--- src/rtl/core/ltsd_pkg.sv ---
// shared types and constants of the lz77 token stream decoder
package ltsd_pkg;

    // history ring and per-stream byte counter
    localparam int HISTORY_BYTES = 4096;
    localparam int HIST_AW       = $clog2(HISTORY_BYTES);
    localparam int PROD_W        = HIST_AW + 1;

    // output chunking
    localparam int CHUNK_BYTES = 8;
    localparam int IDX_W       = (CHUNK_BYTES > 1) ? $clog2(CHUNK_BYTES) : 1;
    localparam int CNT_W       = 4;
    localparam int DATA_W      = 64;

    // token format
    localparam int       FLAG_BIT       = 7;
    localparam logic [7:0] OFFSET_HI_MASK = 8'h0F;
    localparam int       OFF_W          = 12;
    localparam int       LEN_W          = 9;
    localparam logic [LEN_W-1:0] MIN_MATCH = LEN_W'(3);

    // command queue between parser and copy engine
    localparam int FIFO_DEPTH = 4;
    localparam int FIFO_AW    = $clog2(FIFO_DEPTH);

    typedef enum logic [1:0] {
        ST_OK         = 2'd0,
        ST_TRUNC      = 2'd1,
        ST_BAD_OFFSET = 2'd2
    } t_status;

    typedef enum logic [1:0] {
        CMD_NONE  = 2'd0,
        CMD_LIT   = 2'd1,
        CMD_MATCH = 2'd2
    } t_cmd_kind;

    typedef struct packed {
        logic [7:0] token_byte;
        logic       stream_end;
    } t_in_item;

    typedef struct packed {
        logic [DATA_W-1:0] chunk_data;
        logic [CNT_W-1:0]  chunk_count;
        logic              last_of_stream;
        logic [1:0]        decode_status;
    } t_out_chunk;

    // literal byte or match length minus three, plus stream end information
    typedef struct packed {
        t_cmd_kind        kind;
        logic [7:0]       value;
        logic [OFF_W-1:0] offset;
        logic             last;
        t_status          status;
    } t_cmd;

endpackage

--- src/rtl/core/ltsd_cmd_fifo.sv ---
// short command queue between parser and copy engine
module ltsd_cmd_fifo (
    input  logic           i_clk,
    input  logic           i_rst_n,
    input  logic           i_push,
    input  ltsd_pkg::t_cmd i_data,
    output logic           o_full,
    input  logic           i_pop,
    output logic           o_empty,
    output ltsd_pkg::t_cmd o_head
);
    import ltsd_pkg::*;

    t_cmd               r_data [FIFO_DEPTH];
    logic [FIFO_AW-1:0] r_wr, r_rd;
    logic [FIFO_AW:0]   r_count;

    assign o_full  = (r_count == (FIFO_AW+1)'(FIFO_DEPTH));
    assign o_empty = (r_count == '0);
    assign o_head  = r_data[r_rd];

    // storage
    always_ff @(posedge i_clk) begin
        if (i_push) begin
            r_data[r_wr] <= i_data;
        end
    end

    // pointers and fill level
    always_ff @(posedge i_clk) begin
        if (!i_rst_n) begin
            r_wr    <= '0;
            r_rd    <= '0;
            r_count <= '0;
        end else begin
            if (i_push) begin
                r_wr <= r_wr + FIFO_AW'(1);
            end
            if (i_pop) begin
                r_rd <= r_rd + FIFO_AW'(1);
            end
            r_count <= r_count + (FIFO_AW+1)'(i_push) - (FIFO_AW+1)'(i_pop);
        end
    end

endmodule

--- config.mk ---
export PLATFORM = sky130hd
export DESIGN_NAME = ltsd_cmd_fifo
export DESIGN_NICKNAME = d
export VERILOG_FILES = /design/src/rtl/core/ltsd_pkg.sv /design/src/rtl/core/ltsd_cmd_fifo.sv
export SDC_FILE = /design/constraint.sdc
export NUM_CORES = 1
export LEC_CHECK = 0
export ABC_AREA = 1
export BUFFER_PORTS_ARGS = -buffer_cell sky130_fd_sc_hd__buf_4
export CORE_AREA = 2 2 98 119
export DETAILED_ROUTE_END_ITERATION = 12
export DIE_AREA = 0 0 100 121
export SYNTH_ARGS = -nofsm -noshare
export SYNTH_HDL_FRONTEND = slang
export SYNTH_SLANG_ARGS = --single-unit
export TNS_END_PERCENT = 1
--- constraint.sdc ---
create_clock -name i_clk -period 1.5 [get_ports i_clk]
set_clock_uncertainty 0.05 [all_clocks]
set_input_delay 0 -clock i_clk [delete_from_list [all_inputs] [get_ports i_clk]]
set_output_delay 0 -clock i_clk [all_outputs]
set_load 0.01 [all_outputs]
### Yosys cells after proc, flatten, opt, wreduce, memory -nomap -nowiden

Memories as Yosys holds them, arrays and structs flattened. A register that Yosys moved wholly into a read port is not among the register bits.
Cells that the tools add are included.

* register bits after elaboration: 7
* output and inout bits: 27
* memories kept: 1
* word-level logic and storage cells: 14
* memory bits (writable): 100
* input port bits: 29

Memories
* r_data: words 4, width 25, read ports 1, clocked after Yosys merged registers in 1, write ports 1, RTL line ltsd_cmd_fifo.sv:14 `t_cmd r_data [FIFO_DEPTH];`

* reductions and logical operators: 1
* multiplexer cells: 4
* equality and inequality tests: 1
* add/subtract/negate cells: 4

Operators by type and width (number)
* adder 2 x 1 -> 2 bit (second input constant): 2
* two-way mux 2 bit: 2
* adder 3 x 1 -> 3 bit: 1
* == test 3 bit (second input constant): 1
* zero test 3 bit: 1
* subtractor 3 x 1 -> 3 bit: 1
* two-way mux 1 bit: 2

### Logic depth before layout (Yosys ltp)

* depth after elaboration: 3
* gate-level depth with buffers: 8
* depth with buffers taken out: 8

### Worst setup path before layout

Ideal clock, no wire load.

* path type: reg2reg
* from: reg r_count[0]
* to: reg r_count[2]
* path slack: -0.021 ns
* cell stages (with the launch flop): 8
* buffers on the path: 0
* setup time: 0.115 ns
* data required time: 1.335 ns
* data arrival time: 1.356 ns
* period minus slack after synthesis: 1.521 ns
* cells stage by stage: dfxtp_1 -> inv_1 -> ha_1 -> inv_1 -> ha_1 -> fa_1 -> a21oi_1 -> nor2_1

* word-level cells in the longest chain between the ends: 2

RTL lines
* start: declaration: RTL line ltsd_cmd_fifo.sv:16 `logic [FIFO_AW:0] r_count;`
* start signal: assignment: RTL line ltsd_cmd_fifo.sv:42 `r_count <= r_count + (FIFO_AW+1)'(i_push) - (FIFO_AW+1)'(i_pop);`
* adder 3 x 1 -> 3 bit: RTL line ltsd_cmd_fifo.sv:42
* subtractor 3 x 1 -> 3 bit: RTL line ltsd_cmd_fifo.sv:42

No other way between the ends.
A chain may end at the register's enable or synchronous reset.

### Worst setup path in the final report

* from: reg r_count[0]
* to: reg r_count[1]

The elaborated chain is that of the path after synthesis.

==> results summary <==
The number of remaining DRC errors is 0. The combined buffer and inverter count along the critical path came out at 3. The average via count per standard cell came out at 4.813. The combinational power share came out at 13.9%. The async set-reset flop share out of synthesis came out at 0%.

The cts-stage hold buffer count came out at 31. The total number of yosys warnings came out at 0. The leakage power is 2.283 nW. The internal reg-to-reg setup slack came out at -0.01 ns. The share of cells above drive strength 1 came out at 22.87%. The area of the core came out at around 11000 sq um.

The clock period minus final worst setup slack is about 1.5 ns. The clock drives 109 sinks. The worst register-to-register path begins at r_count[0]$_SDFF_PN0_. The share of the core filled with cells in the final layout is 52.28%. The detailed router finished its first iteration with 110 violations. The run finished, with violations left. Setup repair after global routing could not meet its margin everywhere. The final number of max-transition violations was 0.

The wire length of the first global-routing pass came out at 12330 microns. The largest single stage delay on the critical path is 0.52 ns. Summing the sequential cell areas from Yosys gives 72.13% of the chip area. After filler insertion, the fill cell instance count of the layout stands at 955. STA classifies the critical path endpoint as a flip-flop.

The total standard cell area after synthesis came out at around 4400 sq um. In this run the critical register-to-register path is captured at r_count[1]$_SDFF_PN0_. The number of setup violations in the final report is 1. The clock insertion delay at the later pin of the skew report is 0.34 ns.

The routed layout has 2782 vias. The critical path is of the reg2reg type. The internal portion of the total power is 0.005223 W. The critical path arrival is 1.76 ns. The quantity of I/O buffers inserted on ports is 55.

The number of distinct standard cells referenced by the synthesized netlist came out at 16. The relative slew slack is 84.74%. The overall die area is 12100 sq um. The number of antenna violations at the first check in global routing came out at 0. The final antenna-violating net count came out at 0. Including well taps, the total number of placed cells is 530.

The global placement routability congestion is around 0.69. The number of nets in the synthesized netlist is 383. The power per unit of standard cell area is 1190 nW/um^2. The cell with the biggest individual delay on the critical path is fa_2. The share of total power dissipated in the clock network is roughly 34%. TritonCTS built the clock tree.

The largest net degree at the start of global routing is 57. The portion of total power attributed to sequential cells came out at 51.8%. Clock-pin slew was measured on the worst setup and hold paths at 0.07 ns. The number of I/O pins is 56. The clock tree buffer depth came out at 2. The number of enable flip-flop cells after synthesis is 100. The instance area after placement came out at 5030 sq um.

For this run, the detailed router's first-pass iteration total came to 6. The average footprint of a synthesized cell came out at 12.72 sq um. The worst setup margin came out at -0.01500 ns. For this design the total switching power over the nets is 0.001579 W. The required time at the worst-slack endpoint came out at 1.75 ns.

The leftover overflow at the end of global routing is 0. The source of the critical timing path is r_count[0]$_SDFF_PN0_. The number of maximum-capacitance violations came out at 0.

In this run the worst hold path is classified as in2reg. The final-report hold violation count is 4. The number of cells on the worst hold path is 3.

After floorplanning, the core was divided into 42 placement rows. The biggest area contributor in the post-synthesis netlist is edfxtp_1. The setup TNS came out at -0.01500 ns. Derived from the worst setup path, the maximum achievable clock frequency is 660.1 MHz. The via count of the first global-routing pass is 2522. The signal on the critical path passes through inv_2 > ha_4 > inv_2 > ha_4 > fa_2 > nand2_2 > inv_1. The placement-stage worst setup slack came out at -0.08498 ns.

The checks that failed: negative hold slack, negative setup slack. The final layout contains routed wiring with a total length of 7931 microns. The area taken by flip-flops and latches is between 3000 and 4000 sq um. In this run switching power makes up 23.21% of total power.

The share of synthesized area in the top cell type comes to around 68%. The number of synthesized register bits is 109. The overall routing resource usage came out at 13.37%. Summed over all nets, the half-perimeter wirelength after detailed placement is 4886 microns. The count of placed standard cells in the final layout, fillers left out is 578. The commonest cells after synthesis are edfxtp_1 (100), inv_1 (65), nand2_1 (60). The instance count of the mapped netlist came out at 347.

Broken down by cell family, the worst path's largest delay share belongs to adder cells. The number of clock buffers inserted by TritonCTS is 9. The prevailing post-synth register cell is edfxtp_1. STA classifies the critical path startpoint as a flip-flop. By area the synthesized netlist is led by edfxtp_1 (68%), inv_1 (5.5%), nand2_1 (5.1%). The worst-case vdd ir drop is between 0.0007 and 0.0008 V. The number of H-tree levels came out at 3. The master cell of the clock root buffer is clkbuf_16.

The repair_antennas step left the layout with diodes totalling 0. The die boundary height is 121 microns. The area occupied by multi-input gates is 889.6 sq um. The most used standard cell by instance count after synthesis is edfxtp_1.

The launch instance of the worst min-delay path is i_rst_n. The floorplan step set the die width to 100 microns. The endpoint of the worst hold-timing path is r_count[1]$_SDFF_PN0_.

The transition at the pin with the smallest max-transition slack is about 0.23 ns. The minimum hold slack came out at -0.1373 ns. The net count reported at finish is around 480. The maximum fanout count along the critical path is 2. The final design instance area without fill is 5714 sq um.

The area growth from synthesis to final layout came out at 29.49%. The initial core utilization is 40.37%. The depth of the worst register-to-register path came out at 7.

The final critical path takes up 101.0% of the cycle. The wire length per cell came out at 13.72 microns.
==> worst max path at each step <==
| stage | endpoint | slack [ns] | cells after the start |
|---|---|---|---|
| after CTS | r_count[1]$_SDFF_PN0_ | -0.03 | 7 |
| after global routing | o_head[2] | -0.06 | 5 |
| after detailed placement | r_count[1]$_SDFF_PN0_ | -0.08 | 7 |
| after global placement | r_count[1]$_SDFF_PN0_ | -0.03 | 7 |
| after floorplan | r_count[1]$_SDFF_PN0_ | -0.02 | 7 |
| final | r_count[1]$_SDFF_PN0_ | -0.01 | 7 |
==> state kept, by name, indices dropped and copies added, names as in the netlist, named ones only <==
register and flops:
r_count 3, r_data 100, r_rd 2, r_wr 2
==> area by class of cell <==
class                           count  share of cell area (%)
Tap cell                          132                   2.890
Sequential cell                   109                   55.81
Timing Repair Buffer              100                   16.25
Clock inverter                      7                   1.270
Multi-Input combinational cell    156                   15.57
Clock buffer                        9                   3.941
Inverter                           65                   4.270
==> metal layers <==
metal / up-vias / global-route usage [%] / routed length (microns) / share of wire (%)
met5: - / 0 / 0 / 0
met4: 0 / 6.164 / 150 / 1.9
met3: 11 / 3.514 / 341 / 4.3
met2: 50 / 22.26 / 4016 / 51
met1: 1346 / 16.23 / 3422 / 43
li1: 1375 / - / - / -
==> kinds of logic (layout without fill, tap and decap cells) <==
logic type      count (synthesis)  after routing  synth area share, %
flops                         109            109                72.13
compound gates                 85             85                11.48
buf+inv                        82            181                8.733
simple gates                   64             64                5.500
fa+ha+maj                       7              7                2.155
==> worst reg2reg max path, stage by stage, from the launching register on <==
cell and delay [ns]:
dfxtp_2 0.34, inv_2 0.05, ha_4 0.25, inv_2 0.04, ha_4 0.15, fa_2 0.52
nand2_2 0.04, inv_1 0.04
==> stage by stage <==
stage	total power [W]	hold slack [ns]
2_1_floorplan	0.004039	0.04191
3_3_place_gp	0.004404	0.1543
3_5_place_dp	0.004431	0.1564
4_1_cts	0.006838	-0.1552
5_1_grt	0.007091	-0.1225
6_report	0.006802	-0.1373
==> cells in the final DEF, fill, tap and decap left out, types with 5 or more instances in the layout <==
cell type and count:
a21oi_1 24, a21oi_2 7, buf_12 5, buf_4 62, clkbuf_16 10, dfxtp_1 6, dlygate4sd3_1 31, edfxtp_1 100
inv_1 63, nand2_1 58, o211ai_1 25, o21ai_1 25
==> power by group through the flow <==
stage | logic (W) | clock network, W | registers [W]
2_1_floorplan | 0.000465 | 0 | 0.00357
3_3_place_gp | 0.000825 | 0 | 0.00358
3_5_place_dp | 0.000845 | 0 | 0.00359
4_1_cts | 0.000929 | 0.00239 | 0.00352
5_1_grt | 0.00105 | 0.00251 | 0.00353
6_report | 0.000942 | 0.00234 | 0.00352
==> timing repair <==
action                                 CTS  global route
endpoints found under the hold margin  109             4
resized for setup                        6             6
pin swaps                                3             5
setup endpoints to repair                2            15
gates cloned                             0             1
setup buffers                            0             0
(Power assumes the default switching activity.)
