===== config.mk =====
export PLATFORM = sky130hd
export DESIGN_NAME = ltsd_front
export DESIGN_NICKNAME = d
export VERILOG_FILES = /design/src/rtl/core/ltsd_pkg.sv /design/src/rtl/core/ltsd_front.sv
export SDC_FILE = /design/constraint.sdc
export NUM_CORES = 1
export LEC_CHECK = 0
export BUFFER_PORTS_ARGS = -buffer_cell sky130_fd_sc_hd__buf_2
export CAP_MARGIN = 0
export CELL_PAD_IN_SITES_DETAIL_PLACEMENT = 1
export CELL_PAD_IN_SITES_GLOBAL_PLACEMENT = 1
export CORE_UTILIZATION = 35
export CTS_BUF_LIST = sky130_fd_sc_hd__clkbuf_8 sky130_fd_sc_hd__clkbuf_16
export DETAILED_ROUTE_END_ITERATION = 6
export GPL_ROUTABILITY_DRIVEN = 1
export PLACE_DENSITY_LB_ADDON = 0.2
export RECOVER_POWER = 50
export SYNTH_ARGS = -nofsm -noshare
export SYNTH_HDL_FRONTEND = slang
export SYNTH_SLANG_ARGS = --single-unit

===== constraint.sdc =====
create_clock -name i_clk -period 3.1 [get_ports i_clk]
set_input_delay 0.62 -clock i_clk [delete_from_list [all_inputs] [get_ports i_clk]]
set_output_delay 0.62 -clock i_clk [all_outputs]
set_load 0.01 [all_outputs]

===== src/rtl/core/ltsd_pkg.sv =====
// shared types and constants of the lz77 token stream decoder
package ltsd_pkg;

    // history ring and per-stream byte counter
    localparam int HISTORY_BYTES = 4096;
    localparam int HIST_AW       = $clog2(HISTORY_BYTES);
    localparam int PROD_W        = HIST_AW + 1;

    // output chunking
    localparam int CHUNK_BYTES = 8;
    localparam int IDX_W       = (CHUNK_BYTES > 1) ? $clog2(CHUNK_BYTES) : 1;
    localparam int CNT_W       = 4;
    localparam int DATA_W      = 64;

    // token format
    localparam int       FLAG_BIT       = 7;
    localparam logic [7:0] OFFSET_HI_MASK = 8'h0F;
    localparam int       OFF_W          = 12;
    localparam int       LEN_W          = 9;
    localparam logic [LEN_W-1:0] MIN_MATCH = LEN_W'(3);

    // command queue between parser and copy engine
    localparam int FIFO_DEPTH = 4;
    localparam int FIFO_AW    = $clog2(FIFO_DEPTH);

    typedef enum logic [1:0] {
        ST_OK         = 2'd0,
        ST_TRUNC      = 2'd1,
        ST_BAD_OFFSET = 2'd2
    } t_status;

    typedef enum logic [1:0] {
        CMD_NONE  = 2'd0,
        CMD_LIT   = 2'd1,
        CMD_MATCH = 2'd2
    } t_cmd_kind;

    typedef struct packed {
        logic [7:0] token_byte;
        logic       stream_end;
    } t_in_item;

    typedef struct packed {
        logic [DATA_W-1:0] chunk_data;
        logic [CNT_W-1:0]  chunk_count;
        logic              last_of_stream;
        logic [1:0]        decode_status;
    } t_out_chunk;

    // literal byte or match length minus three, plus stream end information
    typedef struct packed {
        t_cmd_kind        kind;
        logic [7:0]       value;
        logic [OFF_W-1:0] offset;
        logic             last;
        t_status          status;
    } t_cmd;

endpackage


===== src/rtl/core/ltsd_front.sv =====
// token parser: accepts compressed bytes and issues copy commands
module ltsd_front (
    input  logic              i_clk,
    input  logic              i_rst_n,
    input  logic              i_valid,
    output logic              o_ready,
    input  ltsd_pkg::t_in_item i_item,
    input  logic              i_full,
    output logic              o_push,
    output ltsd_pkg::t_cmd    o_cmd
);
    import ltsd_pkg::*;

    typedef enum logic [2:0] {
        PH_FLAG,
        PH_LIT,
        PH_OFFHI,
        PH_OFFLO,
        PH_LEN
    } t_phase;

    t_phase            r_phase, n_phase;
    logic [OFF_W-1:0]  r_off, n_off;
    logic [PROD_W-1:0] r_pc, n_pc;
    logic              r_halted, n_halted;
    logic              accept;
    logic [LEN_W-1:0]  len;
    logic [PROD_W-1:0] pc_sum;
    logic [7:0]        b;

    assign o_ready = !i_full;
    assign accept  = i_valid && o_ready;
    assign b       = i_item.token_byte;
    assign len     = LEN_W'(b) + MIN_MATCH;

    // parse one byte
    always_comb begin
        n_phase  = r_phase;
        n_off    = r_off;
        n_pc     = r_pc;
        n_halted = r_halted;
        o_cmd    = '{kind: CMD_NONE, value: b, offset: r_off, last: 1'b0, status: ST_OK};
        pc_sum   = r_pc + PROD_W'(len);
        if (!r_halted) begin
            unique case (r_phase)
                PH_FLAG: begin
                    n_phase = b[FLAG_BIT] ? PH_OFFHI : PH_LIT;
                end
                PH_LIT: begin
                    o_cmd.kind = CMD_LIT;
                    n_phase    = PH_FLAG;
                    if (r_pc < PROD_W'(HISTORY_BYTES)) begin
                        n_pc = r_pc + PROD_W'(1);
                    end
                end
                PH_OFFHI: begin
                    n_off   = {4'(b & OFFSET_HI_MASK), 8'h00};
                    n_phase = PH_OFFLO;
                end
                PH_OFFLO: begin
                    n_off   = {r_off[OFF_W-1:8], b};
                    n_phase = PH_LEN;
                end
                PH_LEN: begin
                    n_phase = PH_FLAG;
                    if (r_off == '0 || PROD_W'(r_off) > r_pc) begin
                        n_halted = 1'b1;
                    end else begin
                        o_cmd.kind = CMD_MATCH;
                        n_pc = (pc_sum > PROD_W'(HISTORY_BYTES)) ?
                               PROD_W'(HISTORY_BYTES) : pc_sum;
                    end
                end
                default: begin
                    n_phase = PH_FLAG;
                end
            endcase
        end
        // end of stream closes the result and clears the parser
        if (i_item.stream_end) begin
            o_cmd.last = 1'b1;
            if (n_halted) begin
                o_cmd.status = ST_BAD_OFFSET;
            end else if (n_phase != PH_FLAG) begin
                o_cmd.status = ST_TRUNC;
            end
            n_phase  = PH_FLAG;
            n_off    = '0;
            n_pc     = '0;
            n_halted = 1'b0;
        end
        o_push = accept && (o_cmd.kind != CMD_NONE || i_item.stream_end);
    end

    // parser state
    always_ff @(posedge i_clk) begin
        if (!i_rst_n) begin
            r_phase  <= PH_FLAG;
            r_off    <= '0;
            r_pc     <= '0;
            r_halted <= 1'b0;
        end else if (accept) begin
            r_phase  <= n_phase;
            r_off    <= n_off;
            r_pc     <= n_pc;
            r_halted <= n_halted;
        end
    end

endmodule


# After elaboration in Yosys (flattened, before gate mapping)
# Cells that the tools add are included.
# word_totals
ff_bits,29
inputBits,13
out_inout_bits,27
word_cells,57
# op_classes
addsub,3
magnitude_cmp,3
eq_ne,8
n_mux,23
reduce_logical,15
# ops
operator,count
$mux W13,5
$pmux W13 S2,1
$mux W12,2
$pmux W12 S2,1
$add A13 B1 Y13 const B,1
$add A13 B9 Y13,1
$gt A12 B13 Y1,1
$gt A13 B13 Y1 const B,1
$lt A13 B13 Y1 const B,1
$logic_not A12 Y1,1
$add A8 B2 Y9 const B,1
$mux W3,3
$pmux W3 S3,1
$reduce_bool A3 Y1,3
$mux W2,4
$eq A3 B2 Y1 const B,2
$ne A3 B3 Y1 const B,2
$mux W1,5
$reduce_and A5 Y1,1
$ne A2 B2 Y1 const B,2
$pmux W2 S2,1
$reduce_and A4 Y1,1
$reduce_bool A2 Y1,2
$eq A3 B1 Y1 const B,1
other kinds (6),8

# Logic depth before layout (Yosys ltp)
# Gate-level depths: netlist of run 1.
# depth
depth_word,8
depth_mapped,13
mapped_depth_nobuf,13

# Worst setup path after synthesis of run 1
# Ideal clock, no wire load.
# synth_timing
kind,input to register
start,input port i_item[2] (netlist name)
end,register r_pc[1]
setup_ns,0.060
arrival_time_ns,3.050
required_ns,3.040
setup_slack_ns,-0.010
stages,13
n_path_buf,0
path_cell_list,inv_1 > ha_1 > inv_1 > ha_1 > fa_1 > a21o_1 > a221oi_1 > xnor2_1 > nor2_1 > nand4_1 > o31a_1 > nor3_4 > a32o_1
# synth_via
elab_chain_cells,8
# synth_rtl
element,line_no,source
start: declaration,ltsd_front.sv:7,"input ltsd_pkg::t_in_item i_item,"
$add A8 B2 Y9 *,ltsd_front.sv:34,assign len = LEN_W'(b) + MIN_MATCH;
$add A13 B9 Y13 *,ltsd_front.sv:43,pc_sum = r_pc + PROD_W'(len);
$gt A13 B13 Y1,ltsd_front.sv:70,n_pc = (pc_sum > PROD_W'(HISTORY_BYTES)) ?
$mux W13 *,ltsd_front.sv:70,
$mux W13 *,ltsd_front.sv:66,if (r_off == '0 || PROD_W'(r_off) > r_pc) begin
$pmux W13 S2 *,ltsd_front.sv:45,unique case (r_phase)
$mux W13 *,ltsd_front.sv:44,if (!r_halted) begin
$mux W13 *,ltsd_front.sv:80,if (i_item.stream_end) begin
end signal: assignment,ltsd_front.sv:105,r_pc <= n_pc;
end: declaration,ltsd_front.sv:24,"logic [PROD_W-1:0] r_pc, n_pc;"
# Every way passes the cells marked *; elsewhere a longest branch is shown, timed or not. The select of a mux whose other input is x is not followed.
# A chain may end at the register's enable or synchronous reset.

# Final worst setup path of run 1
# layout_timing
start,input port i_item[2] (netlist name)
end,register r_pc[9]
# The elaborated chain is that of the path after synthesis.

==> results of run 1 <==
-- registers in the layout, indices dropped and copies added (netlist names) --
signal / count
r_off: 12
r_halted: 1
r_phase: 3
r_pc: 13
-- worst reg2reg max path: stages (launching register included) --
cell and delay [ps]:
dfxtp_2 330, inv_1 70, ha_4 260, inv_2 40, ha_4 170, fa_2 360, a21o_1 230, a221oi_2 290
a21oi_1 130, buf_4 150, nand2b_1 140, or3_1 310, o221ai_1 200, a32oi_1 110, o41ai_2 100
-- report_power, final --
group | total [mW] | switching, mW | internal (mW) | leakage (nW)
Clock | 0.318 | 0.163 | 0.155 | 0.0439
Sequential | 0.380 | 0.00511 | 0.375 | 0.238
Combinational | 0.234 | 0.122 | 0.112 | 1.32
Total | 0.932 | 0.291 | 0.641 | 1.60
-- per-stage QoR --
stage | setup WS [ps] | util [%] | instances | instance area (µm²) | hold WS, ps
after floorplan | -4.237 | - | 343 | 2738 | 481.3
after global placement | -343.4 | 45.69 | 515 | 3349 | 498.3
after detailed placement | -366.9 | 45.69 | 515 | 3349 | 508.4
after CTS | -29.76 | 46.95 | 523 | 3442 | 519.9
after global routing | -108.8 | 50.40 | 532 | 3695 | 565.0
final | 48.13 | 50.40 | 532 | 3695 | 524.3
-- cell usage in the layout (no fill, tap or decap), drive strengths merged, types with 2 or more instances in the layout --
cell type,instances
buf,85
nand2,35
dfxtp,29
ha,29
clkbuf,26
nor2,24
nand3,22
inv,22
nor3,18
a21boi,15
a21oi,15
nor2b,9
and3,8
xnor2,8
o211a,7
o21ai,7
a31o,7
a21o,5
nor4,5
nand4,3
o211ai,3
nand2b,3
o22ai,3
or3,3
a221oi,3
o21a,2
xor2,2
mux2i,2
a32o,2
a32oi,2
o221a,2
a22o,2
clkinv,2
and2,2
a211oi,2
o41ai,2
-- cells by family after synthesis --
| group | after synthesis |
|---|---|
| buffers and inverters | 46 |
| adders and majority gates | 30 |
| AOI/OAI and AO/OA | 89 |
| and+or+nand+nor | 136 |
| DFF | 29 |
| xor gates and xnor gates | 10 |
| muxes | 3 |
-- final cells by class --
type	count	share of cell area (%)
Sequential cell	29	16.05
Inverter	22	2.438
Tap cell	99	3.353
Timing Repair Buffer	106	18.42
Clock buffer	5	1.863
Clock inverter	3	0.4741
Multi-Input combinational cell	268	57.40
-- routing by layer --
layer	global-route usage [%]	vias up	share of wire, %
met5	0	-	0
met4	6.782	0	1.4
met3	2.770	11	3.3
met2	40.04	53	49
met1	29.79	1432	47
li1	-	1425	-
-- worst max-delay path by stage --
stage / start / end / slack, ps / cells after the start
global route: r_pc[1] / o_push / -110 / 11
detailed placement: i_item[3] / r_pc[1] / -370 / 12
floorplan: i_item[2] / r_pc[0] / -4 / 13
global placement: i_item[3] / r_pc[1] / -340 / 12
CTS: i_item[2] / r_pc[9] / -30 / 15
finish: i_item[2] / r_pc[9] / 50 / 15
-- what timing repair did --
action | 4_1_cts | 5_1_grt
pin swaps | 2 | 21
setup buffers | 0 | 9
setup endpoints to repair | 11 | 12
gates resized for setup | 3 | 37
==> metrics.md, run 1 <==
| Metric | Value |
|---|---|
| Status | `complete, but fails checks` |
| Failing checks | `max-capacitance violations, max-slew violations` |
| Period minus WS final | `3052 ps` |
| Gpl congestion | `0.8634` |
| Clock transition at path regs | `70 ps` |
| Mapped Nets | `386` |
| Most frequent cell after synthesis | `nand2_1` |
| Crit path max-delay family | `compound AO/OA/AOI/OAI gates` |
| Ys async rst share | `0%` |
| DP HPWL | `7.031 mm` |
| Area taken by multi-input logic gates | `2121 µm²` |
| Hold Vio Cnt, Final | `0` |
| Worst stage delay on the critical path | `360 ps` |
| Unrepaired setup endpoints after global routing | `yes` |
| Congestion Overflow GR | `0` |
| Setup TNS | `0 ps` |
| Core box area | `7331 µm²` |
| Area leader, netlist | `dfxtp_1` |
| Clk Latency, worst-skew pair | `290 ps` |
| Cell Rows | `31` |
| Vias in the first global route | `2852` |
| First-pass GRT wire length | `13.99 mm` |
| Finish-stage setup viols | `0` |
| Final #Nets | `475` |
| Max Clock Skew | `7.014 ps` |
| Sink Count | `29` |
| Post-Synth Simple-Gate Area | `25.77%` |
| LEAKAGE | `1.599 nW` |
| Pwr Total | `931.8 µW` |
| Worst setup path class | `in2reg` |
| Die ar. | `8011 µm²` |
| Register area | `593.1 µm²` |
| Worst Max-Slew Pin Slew | `1600 ps` |
| Worst r2r path cells | `14` |
| Synth Cell Area | `2680 µm²` |
| Worst Hold Depth | `2` |
| Total GRT Usage | `23.02%` |
| CTS tree | `done` |
| Post-synthesis sequential area ratio | `21.66%` |
| Crit-path cells | `buf_4 > inv_8 > ha_4 > inv_2 > ha_4 > fa_2 > a21o_1 > a221oi_2 > a21oi_1 > buf_4 > nand2b_1 > or3_1 > o221ai_1 > a32oi_1 > o41ai_2` |
| H-tree levels | `2` |
| Slowest CP cell | `fa_2` |
| Clk root buf | `clkbuf_8` |
| Share of the synthesized area in the top cell type | `21.66%` |
| R2r startpoint | `r_pc[1]` |
| Synth Warn # | `0` |
| Fraction of layout cells with a size suffix above 1 | `33.26%` |
| Wire per inst | `17.62 µm` |
| Initial antenna violation count | `0` |
| Router iterations before antenna repair | `4` |
| Worst flop-to-flop path endpoint | `r_pc[9]` |
| Gate Count Post-Synth | `343` |
| Max Root-Sink Buffers | `2` |
| WP buf/inv | `4` |
| Hold EP | `r_off[3]` |
| DRC Markers | `0` |
| Relative slew slack | `-6.676%` |
| Mean Syn Cell Area | `7.814 µm²` |
| Fin. max-slew vios | `39` |
| Maximum Capacitance Violations | `1` |
| Cts-stage hold buffer count | `0` |
| WP data required | `3300 ps` |
| Reg2Reg Setup Slack | `130 ps` |
| Die Wd | `89.51 µm` |
| Endpoint class of the critical path | `flip-flop` |
| Worst vdd ir | `0.1296 mV` |
| Pin count of the biggest net entering global routing | `39` |
| FILL cells | `913` |
| Seq cells post-synth | `29` |
| CP Launch Type | `input port` |
| CP arrival | `3250 ps` |
| Starting DRC count in detailed routing | `91` |
| Commonest cells post-synth | `nand2_1, dfxtp_1, ha_1` |
| Hold path startpoint | `r_off[3]` |
| Dominant synthesized flop cell | `dfxtp_1` |
| IO buf count | `39` |
| Routed wire length | `9.373 mm` |
| Die H | `89.51 µm` |
| Post-DRT Antenna Nets | `0` |
| Top Ports | `40` |
| Drt via density | `5.491` |
| CP max FO | `3` |
| Via count | `2921` |
| Antenna cell count | `0` |
| XOR/XNOR share of the synthesized area | `3.268%` |
| Initial Utilization | `36.56%` |
| Unique masters post-synth | `62` |
| Post-synthesis mux area share | `1.167%` |
| Post-synth EDFFs | `0` |
| Largest family of logic cells by synthesized area | `simple AND/OR/NAND/NOR gates` |
| Tightest Hold Check Type | `reg2reg` |
| CTS buffer count | `5` |
| Synth area leaders | `dfxtp_1, ha_1, nand2_1` |
| Tcrit/Tclk final | `98.45%` |
| Adder-cell share of the synthesized area | `14.29%` |
| PwrDens | `252.2 nW/µm²` |
| Fmax | `327.7 MHz` |
| Synth Area in Compound Gates | `25.44%` |
| Area growth syn-to-layout | `37.86%` |
(Power assumes the default switching activity.)
==> inputs of run 2 (changes only) <==
==> constraint.sdc (replaced) <==
create_clock -name i_clk -period 3.1 [get_ports i_clk]
set_input_delay 0.465 -clock i_clk [delete_from_list [all_inputs] [get_ports i_clk]]
set_output_delay 0.465 -clock i_clk [all_outputs]
set_load 0.01 [all_outputs]
==> run 2 against run 1 <==
Via count shrank 5.1%. Setup slack lost 30 ps. Clock power grew 13%. Non-clock buffer count shrank 21. Sequential power is essentially flat. Maximum frequency shrank 0.96%. Final cell count shrank 3.9%. Routed wire length shrank 3.7%. Combinational power shrank 9.8%. The flow now finishes without violations. Clock skew shrank 2.5 ps. Critical path type is now reg2reg. Register-to-register slack lost 110 ps.
==> metrics.md, run 2 (synthesis gave the netlist of run 1 again) <==
| Metric | Value |
|---|---|
| PwrDens | `277.5 nW/µm² (+10%)` |
| First-pass GRT wire length | `14.10 mm (+0.79%)` |
| Crit-path cells | `inv_2 > ha_4 > inv_2 > ha_4 > fa_2 > a21o_4 > buf_4 > a221oi_2 > a21oi_1 > mux2i_2 > o31a_1 > nor3_4 > buf_12 > a32o_1` |
| Place WS | `-226.9 ps (+140.0 ps)` |
| Total GRT Usage | `23.51% (+0.48 points)` |
| CP arrival | `3310 ps (+60 ps)` |
| Gpl congestion | `0.8297 (-3.9%)` |
| Fraction of layout cells with a size suffix above 1 | `25.49% (-7.8 points)` |
| Most frequent cells in the layout | `buf_4, nand2_1, ha_1, dfxtp_1, nor2_1` |
| Area growth syn-to-layout | `27.68%` |
| Most common cell after layout, fill and taps aside | `buf_4` |
| Top Registers | `r_pc: 13 flops, r_off: 12 flops, r_phase: 3 flops` |
| FILL cells | `932 (+2.1%)` |
| Clk root buf | `clkbuf_8` |
| Max Clock Skew | `4.492 ps (-2.521 ps)` |
| H-tree levels | `2 (unchanged)` |
| Post-DRT Antenna Nets | `0 (unchanged)` |
| Post-Layout Cell Count | `511 (-3.9%)` |
| DRC Markers | `0 (unchanged)` |
| CTS tree | `done` |
| Router iterations before antenna repair | `4 (unchanged)` |
| Period minus WS final | `3082 ps (+29.69 ps)` |
| Setup TNS | `0 ps (unchanged)` |
| Fin. max-slew vios | `0 (-100%)` |
| LEAKAGE | `1.491 nW (-6.8%)` |
| DP HPWL | `6.856 mm (-2.5%)` |
| Wire per inst | `17.67 µm (+0.28%)` |
| Final core utilization | `46.68% (-3.7 points)` |
| CP Launch Type | `flip-flop` |
| Cts-stage hold buffer count | `0 (unchanged)` |
| CTS buffer count | `5 (unchanged)` |
| Worst Slack Setup Final | `18.44 ps (-29.69 ps)` |
| Relative slew slack | `57.36% (+64 points)` |
| Routed wire length | `9.028 mm (-3.7%)` |
| Via count | `2773 (-5.1%)` |
| Tightest Hold Check Type | `reg2reg` |
| Die ar. | `8011 µm² (unchanged)` |
| Sink Count | `29 (unchanged)` |
| Clk Latency, worst-skew pair | `280 ps (about the same)` |
| Antenna cell count | `0 (unchanged)` |
| Worst vdd ir | `0.1856 mV (+43%)` |
| Finish-stage setup viols | `0 (unchanged)` |
| Starting DRC count in detailed routing | `84 (-7.7%)` |
| IO buf count | `39 (unchanged)` |
| Max reg flops | `13 (unchanged)` |
| Clock transition at path regs | `70 ps (about the same)` |
| Congestion Overflow GR | `0 (unchanged)` |
| Final #Nets | `454 (-4.4%)` |
| Cell count after placement | `501 (-2.7%)` |
| Status | `finished, final reports clean` |
| Pin count of the biggest net entering global routing | `39 (unchanged)` |
| Slowest CP cell | `fa_2` |
| Fmax | `324.5 MHz (-0.96%)` |
| Maximum Capacitance Violations | `0 (-1)` |
| Die H | `89.51 µm (unchanged)` |
| Max Root-Sink Buffers | `2 (unchanged)` |
| Die Wd | `89.51 µm (unchanged)` |
| Area taken by multi-input logic gates | `2009 µm² (-5.3%)` |
| Register area | `584.3 µm² (-1.5%)` |
| Worst stage delay on the critical path | `380 ps (+20 ps)` |
| Hold Vio Cnt, Final | `0 (unchanged)` |
| Drt via density | `5.427 (-1.2%)` |
| Worst Max-Slew Pin Slew | `635.4 ps (-964.7 ps)` |
| Core box area | `7331 µm² (unchanged)` |
| Tcrit/Tclk final | `99.41% (+0.96 points)` |
| Unrepaired setup endpoints after global routing | `yes` |
| Initial Utilization | `36.56% (unchanged)` |
| Initial antenna violation count | `0 (unchanged)` |
| Vias in the first global route | `2722 (-4.6%)` |
| WP data required | `3320 ps (+20 ps)` |
| Reg with most FFs | `r_pc` |
| Top Ports | `40 (unchanged)` |
| Endpoint class of the critical path | `flip-flop` |
| Cell Rows | `31 (unchanged)` |
| Worst setup path class | `reg2reg` |
| CP max FO | `8 (+5)` |
==> run 2: layout make-up <==
| type | count | area share (%) |
|---|---|---|
| clock inverters | 1 | 0.1463 |
| repair buffers | 85 | 15.21 |
| well taps | 99 | 3.620 |
| clock buffers | 7 | 2.815 |
| inverters | 22 | 2.413 |
| multi-input cells | 268 | 58.72 |
| flip-flops and latches | 29 | 17.07 |
==> run 2: stage by stage <==
stage	power, mW	cell area [µm²]	hold WS, ps
after global placement	0.5799	3199	498.5
after CTS	0.9442	3313	521.7
after global routing	0.9952	3422	537.2
final	0.9495	3422	513.2
after detailed placement	0.5856	3199	507.4
after floorplan	0.5098	2680	481.3
==> run 2: worst paths after layout <==
check	startpoint	end	slack (ps)	cells past startpoint
worst max-delay path	r_pc[1]	r_pc[1]	20	14
worst max register to register	r_pc[1]	r_pc[1]	20	14
worst min register to register	r_pc[8]	r_pc[8]	510	2
worst min-delay path	r_pc[8]	r_pc[8]	510	2
==> run 2: per-layer routing <==
metal	vias up	part of all wire, %	wire length [µm]	track usage [%]
met5	-	0	0	0
met4	0	0.89	80	5.339
met3	6	2.2	201	2.955
met2	43	49	4391	40.39
met1	1344	48	4355	31.34
li1	1380	-	-	-
==> run 2: what timing repair did <==
action / in CTS / in global routing
gates resized for setup: 3 / 25
pin swaps: 4 / 15
endpoints found under the setup margin: 3 / 13
hold endpoints to repair: 0 / 0
setup buffers: 0 / 2
==> run 2: power by group <==
part	internal [mW]	switching [mW]	total [mW]
clock network	0.201	0.157	0.358
logic	0.0945	0.116	0.211
registers	0.377	0.00399	0.381
total	0.672	0.278	0.949
==> run 2: critical path: cells and delay by family, from the launching register on <==
family / cells / cell delay, ps
flops: 1 / 340
compound gates: 5 / 1100
simple gates: 1 / 220
fa+ha+maj: 3 / 800
buf+inv: 4 / 380
mux: 1 / 190
